===== config.mk =====
export PLATFORM = sky130hd
export DESIGN_NAME = status_led_pattern_generator
export DESIGN_NICKNAME = d
export VERILOG_FILES = /design/src/rtl/core/slpg_pkg.sv /design/src/rtl/core/status_led_pattern_generator.sv /design/src/rtl/core/slpg_div.sv /design/src/rtl/core/slpg_ctrl.sv /design/src/rtl/core/slpg_dp.sv
export SDC_FILE = /design/constraint.sdc
export NUM_CORES = 1
export LEC_CHECK = 0
export ABC_AREA = 1
export BUFFER_PORTS_ARGS = -buffer_cell sky130_fd_sc_hd__buf_4
export CELL_PAD_IN_SITES_DETAIL_PLACEMENT = 1
export CELL_PAD_IN_SITES_GLOBAL_PLACEMENT = 1
export CORE_MARGIN = 2
export CORE_UTILIZATION = 47
export DETAILED_ROUTE_END_ITERATION = 8
export PLACE_DENSITY_LB_ADDON = 0.1
export SYNTH_ARGS = -nofsm -noshare
export SYNTH_HDL_FRONTEND = slang
export SYNTH_SLANG_ARGS = --single-unit

===== constraint.sdc =====
create_clock -name clk -period 10.1 [get_ports clk]
set_input_delay 1.01 -clock clk [delete_from_list [all_inputs] [get_ports clk]]
set_output_delay 1.01 -clock clk [all_outputs]
set_load 0.02 [all_outputs]

===== src/rtl/core/slpg_pkg.sv =====
package slpg_pkg;

	// request codes
	localparam logic [1:0] FUNC_TICK  = 2'd0;
	localparam logic [1:0] FUNC_STATE = 2'd1;
	localparam logic [1:0] FUNC_EVENT = 2'd2;

	// system state codes
	localparam logic [2:0] MODE_BOOT      = 3'd0;
	localparam logic [2:0] MODE_WIFI      = 3'd1;
	localparam logic [2:0] MODE_NOT_READY = 3'd2;
	localparam logic [2:0] MODE_READY     = 3'd3;
	localparam logic [2:0] MODE_MOVING    = 3'd4;
	localparam logic [2:0] MODE_ERROR     = 3'd5;

	// activity codes
	localparam logic [1:0] KIND_READ  = 2'd0;
	localparam logic [1:0] KIND_WRITE = 2'd1;
	localparam logic [1:0] KIND_ERROR = 2'd2;

	// configuration register indexes
	localparam logic [2:0] CFG_SLOW_PERIOD  = 3'd0;
	localparam logic [2:0] CFG_FAST_PERIOD  = 3'd1;
	localparam logic [2:0] CFG_BLINK_PERIOD = 3'd2;
	localparam logic [2:0] CFG_ERROR_HOLD   = 3'd3;
	localparam logic [2:0] CFG_FLASH_HOLD   = 3'd4;
	localparam logic [2:0] CFG_BREATH_PEAK  = 3'd5;

	localparam int CFG_INDEX_W = 3;
	localparam int CFG_DATA_W  = 16;

	// serial divider step counts
	localparam int DIV_STEPS_W = 6;
	localparam logic [DIV_STEPS_W-1:0] DIV_STEPS_MOD = 6'd32;
	localparam logic [DIV_STEPS_W-1:0] DIV_STEPS_LVL = 6'd18;
	localparam logic [DIV_STEPS_W-1:0] DIV_STEPS_AMB = 6'd16;

	localparam logic [7:0] RED_HOLD_R    = 8'd180;
	localparam logic [7:0] ORANGE_R      = 8'd180;
	localparam logic [7:0] ORANGE_G      = 8'd60;
	localparam logic [15:0] AMBER_R_GAIN = 16'd200;

	typedef enum logic [2:0] {
		CAT_AMBER,
		CAT_GREEN,
		CAT_ORANGE,
		CAT_BLUE,
		CAT_WHITE
	} slpg_cat_t;

	typedef enum logic [2:0] {
		ST_IDLE,
		ST_DISPATCH,
		ST_MOD_WAIT,
		ST_LVL_WAIT,
		ST_AMB_WAIT,
		ST_DONE
	} slpg_state_t;

	typedef struct packed {
		logic accept;
		logic start_mod;
		logic start_lvl;
		logic start_amb;
		logic commit;
	} slpg_cmd_t;

	typedef struct packed {
		logic is_tick;
		logic err_active;
		logic blink;
		logic amber;
		logic peak_zero;
		logic div_done;
		logic out_free;
	} slpg_sts_t;

	function automatic logic [7:0] sat8(input logic [17:0] v);
		sat8 = (v > 18'd255) ? 8'd255 : v[7:0];
	endfunction

	// x / 3 for 8-bit x, exact over the full range
	function automatic logic [7:0] div3(input logic [7:0] x);
		logic [16:0] p;
		p = 17'(x) * 17'd171;
		div3 = p[16:9];
	endfunction

endpackage


===== src/rtl/core/status_led_pattern_generator.sv =====
// Flow: state and activity requests, and ticks in the red error hold, go from accept
// via dispatch to done. Other ticks run the shared serial divider, one bit per cycle:
// phase only for the orange blink, phase and level for breathing, amber also if peak != 0.
// Throughput: one request at a time; the next is taken once the result is registered.
// Reset: arst_n asynchronously clears control and block state and loads register defaults.
module status_led_pattern_generator import slpg_pkg::*; (
	input  logic                   clk,
	input  logic                   arst_n,
	input  logic                   in_valid,
	output logic                   in_stall,
	input  logic [1:0]             func,
	input  logic [2:0]             new_mode,
	input  logic [1:0]             activity_kind,
	output logic                   out_valid,
	input  logic                   out_stall,
	output logic [7:0]             red,
	output logic [7:0]             green,
	output logic [7:0]             blue,
	output logic                   frame_valid,
	output logic                   status,
	input  logic                   cfg_valid,
	output logic                   cfg_ready,
	input  logic [CFG_INDEX_W-1:0] cfg_index,
	input  logic [CFG_DATA_W-1:0]  cfg_data
);

	slpg_cmd_t cmd;
	slpg_sts_t sts;

	assign cfg_ready = 1'b1;

	slpg_ctrl u_ctrl (
		.clk      (clk),
		.arst_n   (arst_n),
		.in_valid (in_valid),
		.sts      (sts),
		.cmd      (cmd),
		.in_stall (in_stall)
	);

	slpg_dp u_dp (
		.clk           (clk),
		.arst_n        (arst_n),
		.cmd           (cmd),
		.sts           (sts),
		.func          (func),
		.new_mode      (new_mode),
		.activity_kind (activity_kind),
		.cfg_we        (cfg_valid & cfg_ready),
		.cfg_index     (cfg_index),
		.cfg_data      (cfg_data),
		.out_stall     (out_stall),
		.out_valid     (out_valid),
		.red           (red),
		.green         (green),
		.blue          (blue),
		.frame_valid   (frame_valid),
		.status        (status)
	);

endmodule


===== src/rtl/core/slpg_div.sv =====
module slpg_div import slpg_pkg::*; (
	input  logic                   clk,
	input  logic                   arst_n,
	input  logic                   start,
	input  logic [DIV_STEPS_W-1:0] steps,
	input  logic [31:0]            dividend,
	input  logic [9:0]             divisor,
	output logic                   done,
	output logic [31:0]            quot,
	output logic [9:0]             rem
);

	logic                   busy_q;
	logic                   done_q;
	logic [DIV_STEPS_W-1:0] cnt_q;
	logic [31:0]            dv_q;
	logic [9:0]             rem_q;
	logic [9:0]             dsr_q;
	logic [10:0]            trial;
	logic                   ge;
	logic [10:0]            diff;

	assign trial = {rem_q, dv_q[31]};
	assign ge    = trial >= {1'b0, dsr_q};
	assign diff  = trial - {1'b0, dsr_q};

	always_ff @(posedge clk or negedge arst_n) begin
		if (!arst_n) begin
			busy_q <= 1'b0;
			done_q <= 1'b0;
			cnt_q  <= '0;
		end else begin
			done_q <= 1'b0;
			if (start) begin
				busy_q <= 1'b1;
				cnt_q  <= steps;
			end else if (busy_q) begin
				cnt_q <= cnt_q - DIV_STEPS_W'(1);
				if (cnt_q == DIV_STEPS_W'(1)) begin
					busy_q <= 1'b0;
					done_q <= 1'b1;
				end
			end
		end
	end

	// one quotient bit per cycle, dividend left-aligned
	always_ff @(posedge clk) begin
		if (start) begin
			dv_q  <= dividend;
			dsr_q <= divisor;
			rem_q <= '0;
		end else if (busy_q) begin
			rem_q <= ge ? diff[9:0] : trial[9:0];
			dv_q  <= {dv_q[30:0], ge};
		end
	end

	assign done = done_q;
	assign quot = dv_q;
	assign rem  = rem_q;

endmodule


===== src/rtl/core/slpg_ctrl.sv =====
module slpg_ctrl import slpg_pkg::*; (
	input  logic      clk,
	input  logic      arst_n,
	input  logic      in_valid,
	input  slpg_sts_t sts,
	output slpg_cmd_t cmd,
	output logic      in_stall
);

	slpg_state_t state_q;
	slpg_state_t state_d;

	always_ff @(posedge clk or negedge arst_n) begin
		if (!arst_n) begin
			state_q <= ST_IDLE;
		end else begin
			state_q <= state_d;
		end
	end

	always_comb begin
		state_d  = state_q;
		cmd      = '0;
		in_stall = 1'b1;
		unique case (state_q)
			ST_IDLE: begin
				in_stall = 1'b0;
				if (in_valid) begin
					cmd.accept = 1'b1;
					state_d    = ST_DISPATCH;
				end
			end
			ST_DISPATCH: begin
				if (!sts.is_tick || sts.err_active) begin
					state_d = ST_DONE;
				end else begin
					cmd.start_mod = 1'b1;
					state_d       = ST_MOD_WAIT;
				end
			end
			ST_MOD_WAIT: begin
				if (sts.div_done) begin
					if (sts.blink) begin
						state_d = ST_DONE;
					end else begin
						cmd.start_lvl = 1'b1;
						state_d       = ST_LVL_WAIT;
					end
				end
			end
			ST_LVL_WAIT: begin
				if (sts.div_done) begin
					if (sts.amber && !sts.peak_zero) begin
						cmd.start_amb = 1'b1;
						state_d       = ST_AMB_WAIT;
					end else begin
						state_d = ST_DONE;
					end
				end
			end
			ST_AMB_WAIT: begin
				if (sts.div_done) begin
					state_d = ST_DONE;
				end
			end
			ST_DONE: begin
				// hold until the output register can take the result
				if (sts.out_free) begin
					cmd.commit = 1'b1;
					state_d    = ST_IDLE;
				end
			end
			default: begin
				state_d = ST_IDLE;
			end
		endcase
	end

endmodule


===== src/rtl/core/slpg_dp.sv =====
module slpg_dp import slpg_pkg::*; (
	input  logic                   clk,
	input  logic                   arst_n,
	input  slpg_cmd_t              cmd,
	output slpg_sts_t              sts,
	input  logic [1:0]             func,
	input  logic [2:0]             new_mode,
	input  logic [1:0]             activity_kind,
	input  logic                   cfg_we,
	input  logic [CFG_INDEX_W-1:0] cfg_index,
	input  logic [CFG_DATA_W-1:0]  cfg_data,
	input  logic                   out_stall,
	output logic                   out_valid,
	output logic [7:0]             red,
	output logic [7:0]             green,
	output logic [7:0]             blue,
	output logic                   frame_valid,
	output logic                   status
);

	// configuration
	logic [9:0]  slow_period_q;
	logic [9:0]  fast_period_q;
	logic [9:0]  blink_period_q;
	logic [15:0] error_hold_q;
	logic [7:0]  flash_hold_q;
	logic [7:0]  breath_peak_q;

	// block state
	logic [2:0]  mode_q;
	logic [15:0] error_count_q;
	logic [7:0]  flash_red_q;
	logic [7:0]  flash_green_q;
	logic [7:0]  flash_blue_q;
	logic [7:0]  flash_count_q;
	logic [31:0] tick_count_q;

	// request in flight
	logic [1:0]  func_q;
	logic [2:0]  new_mode_q;
	logic [1:0]  kind_q;

	// output register
	logic        out_valid_q;
	logic [7:0]  red_q;
	logic [7:0]  green_q;
	logic [7:0]  blue_q;
	logic        frame_valid_q;
	logic        status_q;

	slpg_cat_t              cat;
	logic [9:0]             p_raw;
	logic [9:0]             p_eff;
	logic [8:0]             half;
	logic [8:0]             blink_half;
	logic [9:0]             blink_eff;
	logic [7:0]             peak_sel;
	logic [9:0]             up;
	logic [17:0]            prod;
	logic [7:0]             lvl;
	logic [15:0]            amb_prod;
	logic                   div_start;
	logic [DIV_STEPS_W-1:0] div_steps;
	logic [31:0]            div_dividend;
	logic [9:0]             div_divisor;
	logic                   div_done;
	logic [31:0]            quot;
	logic [9:0]             rem;
	logic [7:0]             base_r;
	logic [7:0]             base_g;
	logic [7:0]             base_b;
	logic [8:0]             sum_r;
	logic [8:0]             sum_g;
	logic [8:0]             sum_b;
	logic [7:0]             res_r;
	logic [7:0]             res_g;
	logic [7:0]             res_b;
	logic                   res_status;

	always_comb begin
		unique case (mode_q)
			MODE_MOVING:    cat = CAT_AMBER;
			MODE_READY:     cat = CAT_GREEN;
			MODE_NOT_READY: cat = CAT_ORANGE;
			MODE_WIFI:      cat = CAT_BLUE;
			default:        cat = CAT_WHITE;
		endcase
	end

	always_comb begin
		unique case (cat)
			CAT_AMBER:  p_raw = fast_period_q;
			CAT_ORANGE: p_raw = blink_period_q;
			default:    p_raw = slow_period_q;
		endcase
	end

	assign p_eff      = (p_raw < 10'd2) ? 10'd2 : p_raw;
	assign half       = p_eff[9:1];
	assign blink_eff  = (blink_period_q < 10'd2) ? 10'd2 : blink_period_q;
	assign blink_half = blink_eff[9:1];

	always_comb begin
		unique case (cat)
			CAT_AMBER, CAT_GREEN: peak_sel = breath_peak_q;
			CAT_BLUE:             peak_sel = div3(breath_peak_q);
			default:              peak_sel = {2'b00, breath_peak_q[7:2]};
		endcase
	end

	// fold the phase into a triangle
	assign up       = (rem < {1'b0, half}) ? rem : (p_eff - rem);
	assign prod     = 18'(up) * 18'(peak_sel);
	assign lvl      = sat8(quot[17:0]);
	assign amb_prod = 16'(lvl) * AMBER_R_GAIN;

	assign div_start = cmd.start_mod | cmd.start_lvl | cmd.start_amb;

	always_comb begin
		div_steps    = DIV_STEPS_MOD;
		div_dividend = tick_count_q;
		div_divisor  = p_eff;
		priority if (cmd.start_lvl) begin
			div_steps    = DIV_STEPS_LVL;
			div_dividend = {prod, 14'b0};
			div_divisor  = {1'b0, half};
		end else if (cmd.start_amb) begin
			div_steps    = DIV_STEPS_AMB;
			div_dividend = {amb_prod, 16'b0};
			div_divisor  = {2'b00, breath_peak_q};
		end
	end

	slpg_div u_div (
		.clk      (clk),
		.arst_n   (arst_n),
		.start    (div_start),
		.steps    (div_steps),
		.dividend (div_dividend),
		.divisor  (div_divisor),
		.done     (div_done),
		.quot     (quot),
		.rem      (rem)
	);

	// frame color: red in the error hold, else from what the divider holds at the end of the request
	always_comb begin
		base_r = '0;
		base_g = '0;
		base_b = '0;
		if (error_count_q != 16'd0) begin
			base_r = RED_HOLD_R;
		end else begin
			unique case (cat)
				CAT_AMBER: begin
					if (breath_peak_q != 8'd0) begin
						base_r = sat8({2'b00, quot[15:0]});
						base_g = sat8({3'b000, quot[15:1]});
					end
				end
				CAT_GREEN: base_g = lvl;
				CAT_ORANGE: begin
					if (rem < {1'b0, blink_half}) begin
						base_r = ORANGE_R;
						base_g = ORANGE_G;
					end
				end
				CAT_BLUE: base_b = lvl;
				default: begin
					base_r = lvl;
					base_g = lvl;
					base_b = lvl;
				end
			endcase
		end
	end

	assign sum_r = {1'b0, base_r} + {1'b0, flash_red_q};
	assign sum_g = {1'b0, base_g} + {1'b0, flash_green_q};
	assign sum_b = {1'b0, base_b} + {1'b0, flash_blue_q};

	always_comb begin
		res_r      = '0;
		res_g      = '0;
		res_b      = '0;
		res_status = 1'b0;
		unique case (func_q)
			FUNC_TICK: begin
				if (flash_count_q != 8'd0) begin
					res_r = sum_r[8:1];
					res_g = sum_g[8:1];
					res_b = sum_b[8:1];
				end else begin
					res_r = base_r;
					res_g = base_g;
					res_b = base_b;
				end
			end
			FUNC_STATE: res_status = new_mode_q > MODE_ERROR;
			FUNC_EVENT: res_status = (kind_q != KIND_READ) && (kind_q != KIND_WRITE) &&
				(kind_q != KIND_ERROR);
			default:    res_status = 1'b1;
		endcase
	end

	always_ff @(posedge clk) begin
		if (cmd.accept) begin
			func_q     <= func;
			new_mode_q <= new_mode;
			kind_q     <= activity_kind;
		end
	end

	always_ff @(posedge clk or negedge arst_n) begin
		if (!arst_n) begin
			slow_period_q  <= 10'd120;
			fast_period_q  <= 10'd40;
			blink_period_q <= 10'd80;
			error_hold_q   <= 16'd200;
			flash_hold_q   <= 8'd2;
			breath_peak_q  <= 8'd70;
		end else if (cfg_we) begin
			unique case (cfg_index)
				CFG_SLOW_PERIOD:  slow_period_q  <= cfg_data[9:0];
				CFG_FAST_PERIOD:  fast_period_q  <= cfg_data[9:0];
				CFG_BLINK_PERIOD: blink_period_q <= cfg_data[9:0];
				CFG_ERROR_HOLD:   error_hold_q   <= cfg_data;
				CFG_FLASH_HOLD:   flash_hold_q   <= cfg_data[7:0];
				CFG_BREATH_PEAK:  breath_peak_q  <= cfg_data[7:0];
				default: ;
			endcase
		end
	end

	always_ff @(posedge clk or negedge arst_n) begin
		if (!arst_n) begin
			mode_q        <= MODE_BOOT;
			error_count_q <= '0;
			flash_red_q   <= '0;
			flash_green_q <= '0;
			flash_blue_q  <= '0;
			flash_count_q <= '0;
			tick_count_q  <= '0;
		end else if (cmd.commit) begin
			unique case (func_q)
				FUNC_TICK: begin
					tick_count_q <= tick_count_q + 32'd1;
					if (error_count_q != 16'd0) begin
						error_count_q <= error_count_q - 16'd1;
					end
					if (flash_count_q != 8'd0) begin
						flash_count_q <= flash_count_q - 8'd1;
					end
				end
				FUNC_STATE: begin
					if (new_mode_q <= MODE_ERROR) begin
						mode_q <= new_mode_q;
						if (new_mode_q == MODE_ERROR) begin
							error_count_q <= error_hold_q;
						end
					end
				end
				FUNC_EVENT: begin
					unique case (kind_q)
						KIND_READ: begin
							flash_red_q   <= 8'd0;
							flash_green_q <= 8'd120;
							flash_blue_q  <= 8'd120;
							flash_count_q <= flash_hold_q;
						end
						KIND_WRITE: begin
							flash_red_q   <= 8'd120;
							flash_green_q <= 8'd0;
							flash_blue_q  <= 8'd80;
							flash_count_q <= flash_hold_q;
						end
						KIND_ERROR: begin
							flash_red_q   <= 8'd180;
							flash_green_q <= 8'd0;
							flash_blue_q  <= 8'd0;
							flash_count_q <= flash_hold_q;
						end
						default: ;
					endcase
				end
				default: ;
			endcase
		end
	end

	always_ff @(posedge clk or negedge arst_n) begin
		if (!arst_n) begin
			out_valid_q <= 1'b0;
		end else if (cmd.commit) begin
			out_valid_q <= 1'b1;
		end else if (!out_stall) begin
			out_valid_q <= 1'b0;
		end
	end

	always_ff @(posedge clk) begin
		if (cmd.commit) begin
			red_q         <= res_r;
			green_q       <= res_g;
			blue_q        <= res_b;
			frame_valid_q <= func_q == FUNC_TICK;
			status_q      <= res_status;
		end
	end

	assign sts.is_tick    = func_q == FUNC_TICK;
	assign sts.err_active = error_count_q != 16'd0;
	assign sts.blink      = cat == CAT_ORANGE;
	assign sts.amber      = cat == CAT_AMBER;
	assign sts.peak_zero  = breath_peak_q == 8'd0;
	assign sts.div_done   = div_done;
	assign sts.out_free   = !out_valid_q || !out_stall;

	assign out_valid   = out_valid_q;
	assign red         = red_q;
	assign green       = green_q;
	assign blue        = blue_q;
	assign frame_valid = frame_valid_q;
	assign status      = status_q;

endmodule


==> reports/metrics.yaml <==
run_status:
  outcome: "completed"
timing:
  fmax_mhz: 118
  setup_viol: 0
  rsz0062_at_grt: "false"
  whs_ns: 0.468
  skew_ns: 0.00930
  drv_slew: 0
  min_period_over_period_pct: 84.2
  fin_ws_ns: 1.59
  max_slew.worst_pin.slew_ns: 1.01
  relSlewSlack_pct: 32.7
  tns_ns: 0
  hold_violations: 0
  fin_crit_ns: 8.51
placement:
  dp_hpwl_mm: 39.0
  port_buffers: 58
  routabilityCongestion: 0.879
  pre_cts_ws_ns: 1.58
cells_and_area:
  seq_area_sq_um: 5950
  multi_input_area_sq_um: 10000
  num_antenna_cells: 0
  syn2layout_area_growth_pct: 10.4
  final_nets: 2433
  layout-drive-gt1-share_pct: 8.65
  fillCellCount: 4433
setup_path:
  path_class: "reg -> reg"
  critPathSlowestCell: "a31oi_1"
  slowest_delay_ns: 0.64
  crit_arrival_ns: 8.92
  end_kind: "register"
  crit_fanout: 9
  startpoint_type: "register"
  crit_required_ns: 10.52
die:
  dieArea_sq_um: 38800
  coreArea_sq_um: 36600
  die_h_um: 197
  die_x_um: 197
  io_pins: 60
  initial_utilization_pct: 47.8
  fp-row-count: 70
detailed_routing:
  totalWireLength_mm: 50.8
  drt_iter0_drc: 708
  viasPerCell: 5.58
  vias: 14800
  ant_nets: 0
  drc: 0
  wl_per_cell_um: 19.2
  dr.pass1.iters: 4
clock_network:
  htreeDepth: 1
  ctsResizeCount: 0
  clkLatencyLatePin_ns: 0.56
  clock_path_buffers: 3
  post-cts-setup-buffers: 0
  ctsHoldBuffers: 0
  cts-buffers-inserted: 26
  cts_tree: "yes"
  root_buffer: "clkbuf_16"
  clk_pin_slew_ns: 0.06
  clock_sinks: 224
logic_synthesis:
  netlist_area_sq_um: 17500
  synth_nets: 2380
  synth_edf_count: 75
  synthCells: 2111
  syn_area_per_cell_sq_um: 8.28
  ys_async_sr_fraction_pct: 62.1
  synthFlopType: "dfrtp_1"
  synth_cell_types: 65
  ys_seq_elements: 224
  ys_seq_area_share_pct: 34.0
  yosys_warnings: 0
grt:
  grt_overflow_total: 0
  met3_usage_pct: 2.81
  antenna_found_initial: 0
  grt_pass1_vias: 16000
  grt_max_degree: 75
  grt_pass1_wl_mm: 83.9
  grt_util_met1_pct: 35.7
  gr-usage-met2_pct: 47.6
  grt.total_usage_pct: 27.1
  top_usage_layer: "met2"
job:
  max_cap_violations: 0
worst_hold_path:
  hp-class: "in -> async"
==> registers in the layout (all words and copies together), names as in the netlist, 2 cells and up <==
| name | count |
|---|---|
| u_dp.error_count_q | 16 |
| u_dp.tick_count_q | 32 |
| u_dp.flash_count_q | 8 |
| u_dp.u_div.dsr_q | 10 |
| u_dp.u_div.rem | 10 |
| u_dp.blink_period_q | 10 |
| u_dp.func_q | 2 |
| u_dp.flash_blue_q | 2 |
| u_dp.flash_hold_q | 8 |
| u_dp.red | 8 |
| u_dp.u_div.cnt_q | 6 |
| u_dp.mode_q | 3 |
| u_dp.green | 8 |
| u_dp.u_div.quot | 32 |
| u_dp.error_hold_q | 16 |
| u_dp.flash_red_q | 3 |
| u_dp.new_mode_q | 3 |
| u_dp.slow_period_q | 10 |
| u_dp.blue | 8 |
| u_dp.breath_peak_q | 8 |
| u_ctrl.state_q | 3 |
| u_dp.fast_period_q | 10 |
| u_dp.kind_q | 2 |
==> cell usage after synthesis (all sizes together) (4+ instances only) <==
| cell type | n | area (sq um) |
|---|---|---|
| a211oi | 7 | 57.6 |
| a21o | 5 | 37.5 |
| a21oi | 105 | 526 |
| a22oi | 8 | 60.1 |
| a31oi | 15 | 93.8 |
| buf | 13 | 93.8 |
| clkbuf | 29 | 109 |
| dfrtp | 124 | 3100 |
| dfstp | 15 | 394 |
| dfxtp | 10 | 200 |
| edfxtp | 75 | 2250 |
| fa | 68 | 1360 |
| ha | 170 | 2130 |
| inv | 343 | 1290 |
| mux2 | 6 | 67.6 |
| nand2 | 352 | 1490 |
| nand3 | 96 | 510 |
| nand4 | 28 | 175 |
| nor2 | 225 | 875 |
| nor3 | 33 | 170 |
| nor4 | 12 | 90.1 |
| o2111ai | 7 | 61.3 |
| o211ai | 23 | 173 |
| o21a | 4 | 30.0 |
| o21ai | 186 | 938 |
| o21bai | 6 | 45.0 |
| o221ai | 8 | 70.1 |
| o22ai | 27 | 169 |
| o31ai | 7 | 52.6 |
| or2 | 7 | 43.8 |
| xnor2 | 17 | 149 |
| xor2 | 51 | 447 |
==> area by class of cell <==
class                           count  share of cell area (%)
Clock buffer                       36                    3.99
Multi-Input combinational cell   1499                    52.0
Timing Repair Buffer               67                    2.62
Inverter                          346                    6.72
Sequential cell                   224                    30.8
Clock inverter                     12                   0.803
Tap cell                          468                    3.03
==> final timing paths <==
| check | depth (start not counted) | start | slack, ns | to |
|---|---|---|---|---|
| max | 34 | u_dp.breath_peak_q[1] | 1.59 | u_dp.u_div.quot[31] |
| min | 1 | arst_n | 0.47 | u_dp.error_count_q[7] |
| max reg2reg | 34 | u_dp.breath_peak_q[1] | 1.59 | u_dp.u_div.quot[31] |
| min reg2reg | 1 | u_dp.tick_count_q[15] | 0.47 | u_dp.tick_count_q[15] |
| max in group asynchronous | 2 | arst_n | 8.29 | u_dp.tick_count_q[16] |
| min in group clk | 1 | u_dp.tick_count_q[15] | 0.47 | u_dp.tick_count_q[15] |
==> critical path, delay by kind of cell (launching register included) <==
kind,cells,cell delay (ns)
flip-flops,1,0.61
adder cells (fa/ha/maj),10,4.51
AO/OA/AOI/OAI,7,1.49
AND/OR/NAND/NOR,10,1.19
buffers and inverters,7,0.56
==> cell families after synthesis <==
family	Yosys count	synth area share [%]
other cells	1	0.0214
xor+xnor	68	3.41
compound gates	424	14.0
mux	8	0.501
buf+inv	388	8.58
simple gates	760	19.5
flops	224	34.0
fa+ha+maj	238	19.9
==> stage by stage <==
stage | utilization [%] | cell area [sq um] | instances
final | 52.8 | 19300 | 2652
after global routing | 52.8 | 19300 | 2652
after global placement | 50.2 | 18400 | 2604
after detailed placement | 50.2 | 18400 | 2604
after floorplan | - | 17500 | 2111
after CTS | 52.8 | 19300 | 2652
==> metal layers <==
metal | share of wire (%) | wire length (um)
met5 | 0 | 0
met4 | 2.3 | 1180
met3 | 3.2 | 1630
met2 | 49 | 24900
met1 | 46 | 23100
==> cell usage in the layout, fill, tap and decap left out, types with 5 or more instances in the layout <==
| master | count |
|---|---|
| clkbuf_16 | 28 |
| a211oi_1 | 6 |
| ha_1 | 170 |
| or2_2 | 7 |
| o31ai_1 | 7 |
| dfxtp_1 | 10 |
| o22ai_1 | 27 |
| inv_2 | 5 |
| a22oi_1 | 8 |
| nand2_1 | 321 |
| nand2_4 | 19 |
| buf_4 | 66 |
| nor3_1 | 31 |
| mux2_2 | 6 |
| dfrtp_1 | 124 |
| a31oi_1 | 15 |
| edfxtp_1 | 75 |
| o211ai_1 | 23 |
| nand2_2 | 12 |
| nor4_1 | 11 |
| xnor2_1 | 17 |
| o221ai_1 | 8 |
| a21oi_1 | 105 |
| fa_1 | 68 |
| a21o_1 | 5 |
| o21bai_1 | 6 |
| nand4_1 | 28 |
| xor2_1 | 51 |
| o2111ai_1 | 7 |
| o21ai_0 | 182 |
| dfstp_2 | 15 |
| clkinv_2 | 5 |
| nand3_1 | 93 |
| nor2_1 | 221 |
| inv_1 | 338 |
Power is left out: the tool's default activity adds up to more than one toggle a clock period on the data nets, which glitch-free logic cannot reach.
